[src/rtl/core/pgt_pkg.sv]
// Shared constants for the polar Gaussian transform.
// Used by the front end, the queue, the back end and the top level; no dependencies.
`timescale 1ns / 1ps
`default_nettype none

package pgt_pkg;

  localparam int UNIFORM_BITS_DEF = 16;

  localparam int MANT_BITS = 31;
  localparam int LOG_STEPS = 30;
  localparam int SHIFT_BITS = 6;
  localparam int QUOT_BITS = 33;
  localparam int NLOG_BITS = 37;
  localparam int ROOT_BITS = 32;
  localparam int SAMPLE_BITS = 16;
  localparam int CFG_IDX_BITS = 8;

  localparam logic [23:0] LN2_Q24 = 24'd11629080;

  localparam logic [CFG_IDX_BITS-1:0] CFG_MEAN_OFFSET = 8'd0;
  localparam logic [CFG_IDX_BITS-1:0] CFG_SPREAD_SCALE = 8'd1;

  localparam logic [15:0] SPREAD_RESET = 16'd4096;

endpackage

`default_nettype wire

[src/rtl/core/pgt_front.sv]
// Front end: registers an input pair, forms W = a^2 + b^2 and drops rejected pairs.
// Depends on pgt_pkg; feeds pgt_queue.
`timescale 1ns / 1ps
`default_nettype none

module pgt_front
  import pgt_pkg::*;
#(
  parameter int UNIFORM_BITS = UNIFORM_BITS_DEF
) (
  input  wire                           clk,
  input  wire                           rst_n,
  input  wire                           in_valid,
  output logic                          in_stall,
  input  wire  [UNIFORM_BITS-1:0]       in_uniform_a,
  input  wire  [UNIFORM_BITS-1:0]       in_uniform_b,
  input  wire                           q_full,
  output logic                          q_push,
  output logic [UNIFORM_BITS-1:0]       q_a,
  output logic [UNIFORM_BITS-1:0]       q_b,
  output logic [2*UNIFORM_BITS-3:0]     q_v
);

  localparam int N = UNIFORM_BITS;
  localparam int F = N - 1;

  logic         vld_r, vld_nxt;
  logic [N-1:0] a_r, b_r;
  logic [N-1:0] ma, mb;
  logic [2*N-1:0] sum;
  logic         reject, moved, in_acc;

  always_comb begin
    ma = a_r[N-1] ? (~a_r + 1'b1) : a_r;
    mb = b_r[N-1] ? (~b_r + 1'b1) : b_r;
    sum = ({N'(0), ma} * {N'(0), ma}) + ({N'(0), mb} * {N'(0), mb});
    reject = (sum == '0) || (sum[2*N-1:2*F] != '0);
    moved = reject || !q_full;
    in_stall = vld_r && !moved;
    in_acc = in_valid && !in_stall;
    vld_nxt = in_acc || (vld_r && !moved);
    q_push = vld_r && !reject && !q_full;
    q_a = a_r;
    q_b = b_r;
    q_v = sum[2*F-1:0];
  end

  always_ff @(posedge clk) begin
    if (!rst_n) begin
      vld_r <= 1'b0;
    end else begin
      vld_r <= vld_nxt;
    end
  end

  always_ff @(posedge clk) begin
    if (in_acc) begin
      a_r <= in_uniform_a;
      b_r <= in_uniform_b;
    end
  end

endmodule

`default_nettype wire

[config.mk]
export PLATFORM = sky130hd
export DESIGN_NAME = pgt_front
export DESIGN_NICKNAME = d
export VERILOG_FILES = /design/src/rtl/core/pgt_pkg.sv /design/src/rtl/core/pgt_front.sv
export SDC_FILE = /design/constraint.sdc
export NUM_CORES = 1
export LEC_CHECK = 0
export BUFFER_PORTS_ARGS = -buffer_cell sky130_fd_sc_hd__buf_4
export CORE_ASPECT_RATIO = 1.75
export CORE_UTILIZATION = 65
export CTS_CLUSTER_DIAMETER = 200
export CTS_CLUSTER_SIZE = 20
export DETAILED_ROUTE_END_ITERATION = 8
export PLACE_DENSITY = 0.84
export SYNTH_ARGS = -nofsm -noshare
export SYNTH_HDL_FRONTEND = slang
export SYNTH_SLANG_ARGS = --single-unit
export TNS_END_PERCENT = 20
[constraint.sdc]
create_clock -name clk -period 12.3 [get_ports clk]
set_input_delay 1.845 -clock clk [delete_from_list [all_inputs] [get_ports clk]]
set_output_delay 1.845 -clock clk [all_outputs]
set_load 0.05 [all_outputs]
# == Yosys cells after proc, flatten, opt, wreduce, memory -nomap -nowiden ==
# Cells that the tools add are included.
# totals
ramBits,0
mem_count,0
mem_bits_ro,0
word_cells,25
latchBits,0
register_bits,33
# op_classes
n_reduce_logical,13
bitwise_logic,2
order_cmp,0
div,0
eq_ne,0
add_sub_neg,3
shift,0
muxes,2
n_mul,2
# ops
cell,n
$mul A16 B16 Y32,2
$add A16 B1 Y16 const B,2
$add A32 B32 Y32,1
$logic_not A32 Y1,1
$mux W16,2
$not A16 Y16,2
$logic_and A1 B1 Y1,4
$logic_not A1 Y1,4
$logic_or A1 B1 Y1,3
$reduce_bool A2 Y1,1

# == Depth between registers and ports, before layout ==
# depth
word_depth,13
ltp_mapped,36
depth_no_buf,33

# == Worst setup path after synthesis ==
# OpenSTA, ideal clock, no wires.
# synth_path
path_kind,reg-to-output
startpoint,reg a_r[0] (netlist: q_a[0])
endpoint,out q_push
path_stages_with_launch,34
path_slack_ns,-1.346
path_buffers,3
required_ns,10.455
t_arrival_ns,11.801
cell_sequence,edfxtp_1 clkbuf_1 inv_1 clkbuf_1 ha_1 nand2_1 nand2_1 xnor2_1 clkinv_1 nor2_1 inv_1 fa_1 inv_1 fa_1 inv_1 fa_1 inv_1 fa_1 inv_1 fa_1 fa_1 fa_1 fa_1 inv_1 ha_1 clkbuf_1 and3_1 and3_1 a32oi_1 or3_1 and2_0 o311ai_0 nor3_1 a211oi_1
# synth_between
elab_chain_cells,10
elab_cells_between_ends,11
classes_between,add/sub: 2; mul: 1; mux: 1; bitwise: 1; reduce/logical: 6
# synth_rtl
item,line,source
from (decl),pgt_front.sv:28,"logic [N-1:0] a_r, b_r;"
from (signal assigned),pgt_front.sv:58,a_r <= in_uniform_a;
$not A16 Y16,pgt_front.sv:34,ma = a_r[N-1] ? (~a_r + 1'b1) : a_r;
$add A16 B1 Y16,pgt_front.sv:34,
$mux W16 *,pgt_front.sv:34,
$mul A16 B16 Y32 *,pgt_front.sv:36,"sum = ({N'(0), ma} * {N'(0), ma}) + ({N'(0), mb} * {N'(0), mb});"
$add A32 B32 Y32 *,pgt_front.sv:36,
via q_v[28],pgt_front.sv:21,output logic [2*UNIFORM_BITS-3:0] q_v
$logic_not A32 Y1 *,pgt_front.sv:37,reject = (sum == '0) || (sum[2*N-1:2*F] != '0);
$logic_or A1 B1 Y1 *,pgt_front.sv:37,
$logic_not A1 Y1 *,pgt_front.sv:42,q_push = vld_r && !reject && !q_full;
$logic_and A1 B1 Y1 * (2 in series),pgt_front.sv:42,
to (decl),pgt_front.sv:18,"output logic q_push,"
# Mark *: on every way through the listed nets, which the timed path passes. The rest lies on a longest branch.

# == Final worst setup path ==
# layout_path
startpoint,reg b_r[0] (netlist: q_b[0])
endpoint,out in_stall
# layout_between
elab_chain_cells,10
elab_cells_between_ends,11
classes_between,add/sub: 2; mul: 1; mux: 1; bitwise: 1; reduce/logical: 6
# layout_rtl
item,line,source
from (decl),pgt_front.sv:28,
from (signal assigned),pgt_front.sv:59,b_r <= in_uniform_b;
$not A16 Y16,pgt_front.sv:35,mb = b_r[N-1] ? (~b_r + 1'b1) : b_r;
$add A16 B1 Y16,pgt_front.sv:35,
$mux W16 *,pgt_front.sv:35,
$mul A16 B16 Y32 *,pgt_front.sv:36,
$add A32 B32 Y32 *,pgt_front.sv:36,
$logic_not A32 Y1 or $reduce_bool A2 Y1 (tied branches),pgt_front.sv:37,
$logic_or A1 B1 Y1 *,pgt_front.sv:37,
$logic_or A1 B1 Y1 *,pgt_front.sv:38,moved = reject || !q_full;
$logic_not A1 Y1 *,pgt_front.sv:39,in_stall = vld_r && !moved;
$logic_and A1 B1 Y1 *,pgt_front.sv:39,
to (decl),pgt_front.sv:14,"output logic in_stall,"
# Every way passes the cells marked *; elsewhere a longest branch is shown, timed or not.

==> qor.yml <==
cts_buffers: 5
netlist_area_um2: 16270
hold_depth: 4
root_buffer: "clkbuf_16"
avgSynthCellArea_um2: 9.434
drc: 0
tightestPinTransition_ns: 1.191
hp-class: "reg -> reg"
n_antenna_cell: 0
met3_length_mm: 3.013
worstSetupPathType: "reg -> out"
hold_violations: 0
grt_max_degree: 33
cp_slowest_cell: "xnor2_2"
wire_per_inst_um: 20.79
seq_area_um2: 980.9
dr.pass1.iters: 6
ctsHoldBuffers: 0
critPathMaxFanout: 16
grt_pass1_wl_mm: 71.22
slowest_delay_ns: 0.61
cts_buffer_depth: 2
max_freq_ghz: 0.08468
wl_met1_mm: 12.98
highest_layer: "met4"
rows: 76
dp_hpwl_mm: 38.29
ios: 100
detailroute.via_count: 12350
start_util: 0.6607
relSlewSlack: 0.1999
async_reset_ff_frac: 0
clkLatencyLatePin_ns: 0.29
min_to: "vld_r$_SDFF_PN0_"
cp.buffers_inverters: 7
clock_sinks: 33
antenna_found_initial: 0
setup.worst_path.end_class: "output port"
critical_path_required_ns: 10.45
cp_top_family: "adder cells"
outcome: "completed"
timing.rr.end: "q_b[12]$_DFFE_PP_"
clk_pin_slew_worst_paths_ns: 0.05
drive_gt1_frac: 0.08831
grtUsageTotal: 0.3814
synth.top_cells.by_count: "inv_1, fa_1, ha_1"
die_area_um2: 25700
clock_skew_ns: 0.002926
synth_seq_area_share: 0.06028
h-tree-depth: 2
maxCapViolCount: 0
vias_per_cell: 5.693
grt_pass1_vias: 14170
fillers: 1842
min-delay-start: "vld_r$_SDFF_PN0_"
synthCells: 1725
yosysMostFrequentCell: "inv_1"
period_share: 0.9601
r2r_start: "q_b[0]$_DFFE_PP_"
grt-ovfl-total: 0
placed_area_um2: 17620
wl_mm: 45.09
cts_tree: "done"
drt_iter0_drc: 628
core_area_um2: 24630
yosysTopAreaCellShare: 0.4724
r2r_cells: 30
synth_cell_types: 68
cp.arrival_ns: 9.96
post-route-min-period_ns: 11.81
route.met2.wl_mm: 24.19
synth_edf_count: 32
start_kind: "flip-flop"
rsz0062_at_grt: "false"
synth_area_leaders: "fa_1, ha_1, inv_1, edfxtp_1, nor2_1"
synth_largest_area_cell: "fa_1"
ys_seq_elements: 33
gp_congestion: 0.9457
design_area_um2: 17790
post-route-util: 0.7225
fp.dieH_um: 211.3
die_x_um: 121.6
port_buffers: 99
report.final.slew_viol_count: 0
setup_violations: 0
drtAntennaViolNets: 0
ys_warn_count: 0
ys.flop_type: "edfxtp_1"
path_common_cell: "fa_1"
syn2layout_area_growth_pct: 9.342
multi_input_area_um2: 13330
setup_tns_ns: 0
fin_nets: 2466
rrSetupSlack_ns: 1.46
worst max-delay path by stage:
stage	from	endpoint	cells after the start
final	q_b[0]$_DFFE_PP_	in_stall	29
after detailed placement	q_b[0]$_DFFE_PP_	in_stall	29
after floorplan	q_a[0]$_DFFE_PP_	in_stall	33
after global routing	q_a[0]$_DFFE_PP_	in_stall	34
after global placement	q_b[0]$_DFFE_PP_	in_stall	29
after CTS	q_b[0]$_DFFE_PP_	in_stall	29
cells by family (layout without fill, tap and decap cells):
family,count (synthesis),count (layout),synth area share
flip-flops,33,33,0.06028
multiplexers,4,4,0.002691
buffers and inverters,552,662,0.1278
AND/OR/NAND/NOR,359,359,0.09734
other,2,24,0.0004615
adder cells (fa/ha/maj),574,574,0.6185
AO/OA/AOI/OAI,135,135,0.05659
XOR/XNOR,66,66,0.03637
placed cells by master, fill, tap and decap left out, drive strengths merged, types with 8 or more instances in the layout:
cell type,n
a21o,10
a21oi,34
and2,9
buf,130
clkbuf,8
clkinv,8
conb,24
edfxtp,32
fa,384
ha,190
inv,515
nand2,128
nand2b,8
nor2,150
nor3,15
o21a,11
o21ai,22
o31ai,9
or3,8
xnor2,38
xor2,27
worst register-to-register path: cells and delay by family (launching register included):
kind / cells / cell delay [ns]
xor+xnor: 1 / 0.61
simple gates: 8 / 2.47
flops: 1 / 0.50
buf+inv: 7 / 1.21
compound gates: 4 / 0.94
fa+ha+maj: 10 / 4.70
layer usage:
layer / GRT usage / vias to the layer above
li1: - / 5390
met1: 0.3543 / 6219
met2: 0.6765 / 491
met3: 0.08513 / 249
met4: 0.3516 / 0
met5: 0 / -
timing repair:
action                                  4_1_cts  5_1_grt
setup buffers                                 0        1
gates resized for setup                       0        6
endpoints found under the setup margin        0        2
sequential cells by signal, indices dropped and copies added, names as in the netlist:
name   count
vld_r      1
q_b       16
q_a       16
per-stage QoR:
| stage | hold slack, ns | setup WS (ns) | cells |
|---|---|---|---|
| 2_1_floorplan | 0.7926 | 0.1947 | 1747 |
| 3_3_place_gp | 0.7060 | 0.6528 | 2160 |
| 3_5_place_dp | 0.7155 | 0.4751 | 2160 |
| 4_1_cts | 0.7260 | 0.1367 | 2168 |
| 5_1_grt | 0.8610 | 0.004008 | 2169 |
| 6_report | 0.8316 | 0.4903 | 2169 |
area by class of cell:
cell class	count	area share
Sequential cell	33	0.05513
Timing Repair Buffer	130	0.05485
Multi-Input combinational cell	1162	0.7491
Inverter	524	0.1108
Tap cell	312	0.02194
Clock buffer	8	0.008227
Power is not shown: default switching activity piles up to over one toggle a cycle in this logic, so the estimate is an artifact.
