[src/rtl/core/pgt_pkg.sv]
// Shared constants for the polar Gaussian transform.
// Used by the front end, the queue, the back end and the top level; no dependencies.
`timescale 1ns / 1ps
`default_nettype none

package pgt_pkg;

  localparam int UNIFORM_BITS_DEF = 16;

  localparam int MANT_BITS = 31;
  localparam int LOG_STEPS = 30;
  localparam int SHIFT_BITS = 6;
  localparam int QUOT_BITS = 33;
  localparam int NLOG_BITS = 37;
  localparam int ROOT_BITS = 32;
  localparam int SAMPLE_BITS = 16;
  localparam int CFG_IDX_BITS = 8;

  localparam logic [23:0] LN2_Q24 = 24'd11629080;

  localparam logic [CFG_IDX_BITS-1:0] CFG_MEAN_OFFSET = 8'd0;
  localparam logic [CFG_IDX_BITS-1:0] CFG_SPREAD_SCALE = 8'd1;

  localparam logic [15:0] SPREAD_RESET = 16'd4096;

endpackage

`default_nettype wire

[src/rtl/core/pgt_queue.sv]
// Two-entry queue that decouples the front end from the back end.
// Depends on pgt_pkg for UNIFORM_BITS_DEF in the default data width.
`timescale 1ns / 1ps
`default_nettype none

module pgt_queue
  import pgt_pkg::*;
#(
  parameter int DATA_BITS = 4 * UNIFORM_BITS_DEF - 2
) (
  input  wire                  clk,
  input  wire                  rst_n,
  input  wire                  push,
  input  wire  [DATA_BITS-1:0] push_data,
  input  wire                  pop,
  output logic [DATA_BITS-1:0] pop_data,
  output logic                 full,
  output logic                 empty
);

  logic [DATA_BITS-1:0] mem [2];
  logic       wr_ptr_r, rd_ptr_r;
  logic [1:0] cnt_r;

  assign full = (cnt_r == 2'd2);
  assign empty = (cnt_r == 2'd0);
  assign pop_data = mem[rd_ptr_r];

  always_ff @(posedge clk) begin
    if (push) begin
      mem[wr_ptr_r] <= push_data;
    end
  end

  always_ff @(posedge clk) begin
    if (!rst_n) begin
      wr_ptr_r <= 1'b0;
      rd_ptr_r <= 1'b0;
      cnt_r <= 2'd0;
    end else begin
      if (push) begin
        wr_ptr_r <= ~wr_ptr_r;
      end
      if (pop) begin
        rd_ptr_r <= ~rd_ptr_r;
      end
      cnt_r <= cnt_r + {1'b0, push} - {1'b0, pop};
    end
  end

endmodule

`default_nettype wire

[config.mk]
export PLATFORM = sky130hd
export DESIGN_NAME = pgt_queue
export DESIGN_NICKNAME = d
export VERILOG_FILES = /design/src/rtl/core/pgt_pkg.sv /design/src/rtl/core/pgt_queue.sv
export SDC_FILE = /design/constraint.sdc
export NUM_CORES = 1
export LEC_CHECK = 0
export ABC_AREA = 1
export BUFFER_PORTS_ARGS = -buffer_cell sky130_fd_sc_hd__buf_2
export CAP_MARGIN = 10
export CORE_MARGIN = 8
export CORE_UTILIZATION = 35
export DETAILED_ROUTE_END_ITERATION = 12
export PLACE_DENSITY_LB_ADDON = 0.12
export SETUP_SLACK_MARGIN = 0.2
export SKIP_CTS_REPAIR_TIMING = 1
export SYNTH_ARGS = -nofsm -noshare
export SYNTH_HDL_FRONTEND = slang
export SYNTH_SLANG_ARGS = --single-unit
export TNS_END_PERCENT = 20
[constraint.sdc]
create_clock -name clk -period 4.85 [get_ports clk]
set_clock_uncertainty 0.1 [all_clocks]
set_input_delay 0.7275 -clock clk [delete_from_list [all_inputs] [get_ports clk]]
set_output_delay 0.7275 -clock clk [all_outputs]
set_load 0.02 [all_outputs]
Yosys cells after proc, flatten, opt, wreduce, memory -nomap -nowiden
Memories as Yosys holds them, arrays and structs flattened. A register that Yosys moved wholly into a read port is not among the register bits.
Cells that the tools add are included.
- register bits: 4
- RAM bits: 124
- input port bits: 66
- output and inout bits: 64
- word-level logic and storage cells: 14
- memories kept: 1
- add/sub/neg operators: 2
- eq/ne operators: 1
- multiplexer cells: 4
- bitwise operators: 2
- reductions and logical operators: 1
- memories (memory ; words ; bits a word ; rd ports ; clocked after memory_dff ; write ports ; RTL line ; source):
    mem ; 2 ; 62 ; 1 ; 1 ; 1 ; pgt_queue.sv:21 ; logic [DATA_BITS-1:0] mem [2];
- operator list (operator ; number):
    $mux W1 ; 4
    $add A2 B1 Y2 ; 1
    $eq A2 B2 Y1 const B ; 1
    $logic_not A2 Y1 ; 1
    $not A1 Y1 ; 2
    $sub A2 B1 Y2 ; 1

Longest topological paths before layout
Gate-level depths: netlist of the first run.
- word-level depth: 3
- gate-level depth with buffers: 9
- gate-level depth less buffers: 9

Worst setup path before layout of the first run
Ideal clock, no wire load.
- kind: input to register
- start point: input push
- end point: memory mem[0][0] (netlist bit) (enable)
- library setup time: 0.484 ns
- arrival time: 3.368 ns
- required time: 4.266 ns
- path slack: 0.898 ns
- cell stages on the path: 2
- path buffers: 0
- cells stage by stage: inv_1 nor2_1
- cells in the longest elaborated chain, start to end: 2
- RTL lines (item ; RTL line ; source):
    from (decl) ; pgt_queue.sv:13 ; input wire push,
    $mux W1 ; pgt_queue.sv:30 ; if (push) begin
    $mux W1 (implied by the code) ; pgt_queue.sv:31 ; mem[wr_ptr_r] <= push_data;
    to (decl) ; pgt_queue.sv:21 ;
No other way between the ends.

==> out/results.ini, run 1 <==
[outcome]
outcome = completed

[logic_synthesis]
synth_warnings = 0
avgSynthCellArea_sq_um = 22.14
ys_ff_latch = 129
yosys.cell_types.count = 12
syn_area_sq_mm = 0.005004
yosys-top-cells-area = edfxtp_1 74%, mux2_4 18%, buf_12 2.4%
synth_top_area_frac = 0.7442
yosysSeqAreaShare = 0.7642
synth_largest_area_cell = edfxtp_1
netlist_instances = 226
syn_nets = 294

[clocking]
path_clk_slew_ps = 50
clock-root-buffer = clkbuf_16
cts.sinks = 129
cts_buffer_depth = 2
cts_tree = done
numCtsBuffers = 17
htree_levels = 4
insertion_delay_ps = 410

[cells_and_area]
diodes = 0
fin_nets = 438
areaGrowthSynthToFinish_pct = 26.73
drive_above_1_share = 0.5875
final_area_sq_mm = 0.006341
final_util = 0.4551

[setup_path]
r2r_cells = 3
start_kind = flop
cp-end-kind = output port
path_class = flop to output port
cp_max_fo = 50
cp.arrival_ps = 2280
crit_required_ps = 4020

[routing]
vias_per_cell = 4.268
ant_nets = 0
post_drt_wl_per_cell_um = 16.35
route.detailed.drc = 0
dr.pass1.iters = 4
drtIter0Drc = 130
vias = 2403
wirelength_mm = 9.204

[place]
placedInstanceArea_sq_mm = 0.005789
dp_hpwl_mm = 6.198
gp_congestion = 0.6981
pre_cts_slack_ps = 2098
port_buffers = 129

[min_path]
whs_path_depth = 2
hold_class = flop to flop

[timing]
rsz0062_at_grt = no
fin_ws_ps = 1738
final-setup-viol-count = 0
tightestPinTransition_ps = 972.4
finalCriticalPeriod_ps = 3112
hold_violations = 0
clock.fmax_mhz = 321.4
fin_tns_setup_ps = 0
maxSlewViolCount = 0
period_share = 0.6416
hold-worst-slack_ps = 399.1
slew_headroom = 0.3502

[floorplan]
die_area_sq_mm = 0.01838
start_util = 0.3591
die_w_um = 135.6
io_pins = 130
die_h_um = 135.6
core_region_area_sq_mm = 0.01393
rows = 43

[power]
p_leak_uw = 0.002563
p_per_area_mw_per_mm2 = 439.2
max-vdd-ir-drop_mv = 0.2105

[global_routing]
grt_pass1_vias = 2716
antenna_found_initial = 0
grt_pass1_wl_mm = 14.14
grt_max_degree = 51
grt.overflow.total = 0
grt_use_total = 0.1047

[job]
max_cap_violations = 0

==> area by class of cell <==
| type | count | area [sq um] |
|---|---|---|
| tap | 180 | 225.2 |
| sequential | 129 | 3827 |
| multi-input combinational | 83 | 1030 |
| clock inverter | 14 | 122.6 |
| inverter | 7 | 26.28 |
| clock buffer | 18 | 429.2 |
| fill | 1245 | 7594 |
| timing repair buffer | 132 | 680.7 |
==> worst max-delay path, cell delays in order, from the launching register on <==
cell and delay, ps:
dfxtp_4 980, buf_4 400, mux2_4 320, buf_2 160
==> power breakdown <==
part	switching [uW]	internal, uW	total (uW)
Clock	434	742	1180
Combinational	150	135	285
Sequential	33.0	1290	1320
==> Yosys cell counts, drive strengths merged <==
| master | n |
|---|---|
| a21oi | 1 |
| buf | 7 |
| dfxtp | 5 |
| edfxtp | 124 |
| ha | 2 |
| inv | 7 |
| mux2 | 62 |
| nand2 | 8 |
| nand3 | 1 |
| nor2 | 9 |
==> sequential cells by signal (all words and copies together), names as in the netlist, named ones only <==
name	cells
mem	124
cnt_r	2
rd_ptr_r	1
wr_ptr_r	1
==> metal layers <==
layer	vias to the layer above	track usage	share of wire
met3	16	0.04117	0.067
met5	-	0	0
li1	1166	-	-
met1	1144	0.1064	0.39
met4	0	0.06724	0.024
met2	77	0.1766	0.52
==> worst paths after layout <==
kind                            startpoint      endpoint  slack, ps
worst max register to register    wr_ptr_r    mem[1][25]       2800
worst min register to register    rd_ptr_r          flop        400
worst min-delay path              rd_ptr_r          flop        400
worst max-delay path                  flop  pop_data[15]       1740
==> kinds of logic (layout without fill, tap and decap cells) <==
kind of cell | count (synthesis) | count (layout) | share of synthesized area
adder cells (fa/ha/maj) | 2 | 2 | 0.005000
buffers and inverters | 14 | 171 | 0.03151
AO/OA/AOI/OAI | 1 | 1 | 0.0009993
AND/OR/NAND/NOR | 18 | 18 | 0.01375
flip-flops | 129 | 129 | 0.7642
multiplexers | 62 | 62 | 0.1845
==> cell usage in the layout, fill, tap and decap left out <==
| master | count |
|---|---|
| a21oi_1 | 1 |
| buf_12 | 1 |
| buf_2 | 129 |
| buf_4 | 2 |
| bufinv_16 | 2 |
| clkbuf_1 | 1 |
| clkbuf_16 | 17 |
| clkinv_1 | 3 |
| clkinv_2 | 7 |
| clkinv_4 | 1 |
| clkinvlp_4 | 1 |
| dfxtp_1 | 4 |
| dfxtp_4 | 1 |
| edfxtp_1 | 124 |
| ha_1 | 2 |
| inv_1 | 6 |
| inv_2 | 1 |
| mux2_2 | 2 |
| mux2_4 | 60 |
| nand2_1 | 8 |
| nand3_1 | 1 |
| nor2_1 | 8 |
| nor2_4 | 1 |
==> through the flow <==
step | total power [uW] | instances
6_report | 2785 | 563
5_1_grt | 2889 | 563
4_1_cts | 2821 | 563
3_5_place_dp | 1640 | 531
3_3_place_gp | 1637 | 531
2_1_floorplan | 1544 | 226
Power figures use the tool's default switching activity.
==> run 2, diff against run 1 <==
Clock period 4.85 ns to 2.75 ns, I/O delays scaled along.
==> run 2 against run 1 <==
Sequential cell count did not move. Sequential power rose by 75%. Sequential share of layout area fell by 0.43 points. Total power rose by 78%. Largest cell class unchanged. Die area did not move. Utilization rose by 0.32 points. Critical endpoint is now pop_data[24]. First-iteration DRC count fell by 20%. Highest routed layer unchanged.
==> out/results.ini, run 2 (synthesis gave the netlist of run 1 again) <==
[place]
port_buffers = 129  ; unchanged
gp_congestion = 0.6669  ; -4.5%
pre_cts_slack_ps = 871.6  ; -1226 ps
dp_hpwl_mm = 6.474  ; +4.5%

[setup_path]
cp_top_family = flip-flops
critical_path.cell_chain = buf_12, mux2_4, buf_2
crit_required_ps = 2240  ; -1780 ps
path_class = flop to output port
cp-end-kind = output port
cp.arrival_ps = 1740  ; -540 ps
slowest_stage = dfxtp_4
max_stage_delay_ps = 550  ; -430 ps
cp_max_fo = 26  ; -48%
start_kind = flop
critPathBufInv = 2  ; unchanged

[global_routing]
grt_use_total = 0.1090  ; +0.004295
grt_pass1_wl_mm = 14.69  ; +3.9%
grt_max_degree = 40  ; -22%
antenna_found_initial = 0  ; unchanged
grt_pass1_vias = 2770  ; +2.0%
grt.overflow.total = 0  ; unchanged

[cells_and_area]
final_cell_mix = 129 x buf_2, 124 x edfxtp_1, 60 x mux2_4
drive_above_1_share = 0.5766  ; -0.01084
diodes = 0  ; unchanged
largest_reg_flops = 124  ; unchanged
top_regs = mem (124), cnt_r (2)
final_util = 0.4583  ; +0.003232
fin_nets = 442  ; +0.91%
areaGrowthSynthToFinish_pct = 27.63
final_common_cell = buf_2
regMostFlops = mem

[timing]
maxSlewViolCount = 0  ; unchanged
clock.fmax_mhz = 444.1
finalCriticalPeriod_ps = 2252
slew_headroom = 0.6319  ; +0.2818
rsz0062_at_grt = no
hold_violations = 0  ; unchanged
fin_tns_setup_ps = 0  ; unchanged
tightestPinTransition_ps = 552.1  ; -420.3 ps
fin_ws_ps = 498.0  ; -1240 ps
final-setup-viol-count = 0  ; unchanged
period_share = 0.8189

[floorplan]
die_w_um = 135.6  ; unchanged
core_region_area_sq_mm = 0.01393  ; unchanged
die_h_um = 135.6  ; unchanged
start_util = 0.3591  ; unchanged
rows = 43  ; unchanged
io_pins = 130  ; unchanged
die_area_sq_mm = 0.01838  ; unchanged

[routing]
vias = 2481  ; +3.2%
post_drt_wl_per_cell_um = 16.84  ; +3.0%
vias_per_cell = 4.391  ; +2.9%
wirelength_mm = 9.517  ; +3.4%
drtIter0Drc = 104  ; -20%
dr.pass1.iters = 4  ; unchanged
route.detailed.drc = 0  ; unchanged
ant_nets = 0  ; unchanged

[outcome]
outcome = completed

[clocking]
clock-root-buffer = clkbuf_16
insertion_delay_ps = 410  ; about the same
numCtsBuffers = 17  ; unchanged
htree_levels = 4  ; unchanged
cts_buffer_depth = 2  ; unchanged
cts_tree = done
cts.sinks = 129  ; unchanged
path_clk_slew_ps = 60  ; about the same

[min_path]
hold_class = input pin to flop

[job]
max_cap_violations = 0  ; unchanged

[power]
max-vdd-ir-drop_mv = 0.3364  ; +60%
report.power.total_uw = 4965  ; +78%
p_per_area_mw_per_mm2 = 777.5  ; +77%
p_leak_uw = 0.002580  ; +0.69%

-- run 2: final timing paths --
check	end	slack, ps	depth (start not counted)	from
worst max register to register	mem[1][36]	1250	3	wr_ptr_r
worst max-delay path	pop_data[24]	500	3	flop
worst min register to register	rd_ptr_r	400	2	rd_ptr_r
worst min-delay path	mem[1][49]	90	1	push_data[49]
-- run 2: power by group --
group / total (uW) / internal, uW / leakage [uW] / switching, uW
Combinational: 532 / 242 / 0.00111 / 290
Sequential: 2310 / 2280 / 0.00121 / 36.9
Clock: 2120 / 1390 / 0.000269 / 732
-- run 2: final cells by class --
class | instances | area (sq um)
fillers | 1249 | 7548
flip-flops and latches | 129 | 3827
multi-input cells | 83 | 1030
repair buffers | 136 | 723.2
clock buffers | 19 | 432.9
well taps | 180 | 225.2
clock inverters | 11 | 121.4
inverters | 7 | 26.28
-- run 2: routing by layer --
metal	vias to the layer above	GRT usage	part of all wire
li1	1172	-	-
met1	1221	0.1122	0.39
met2	78	0.1779	0.52
met3	10	0.05045	0.075
met4	0	0.06663	0.017
met5	-	0	0
-- run 2: through the flow --
step / std cells / hold WS, ps / instance area [sq um]
finish: 565 / 90.25 / 6386
global route: 565 / 63.96 / 6386
CTS: 565 / 63.46 / 6386
detailed placement: 535 / 395.1 / 5832
global placement: 535 / 376.6 / 5832
floorplan: 226 / 363.5 / 5011
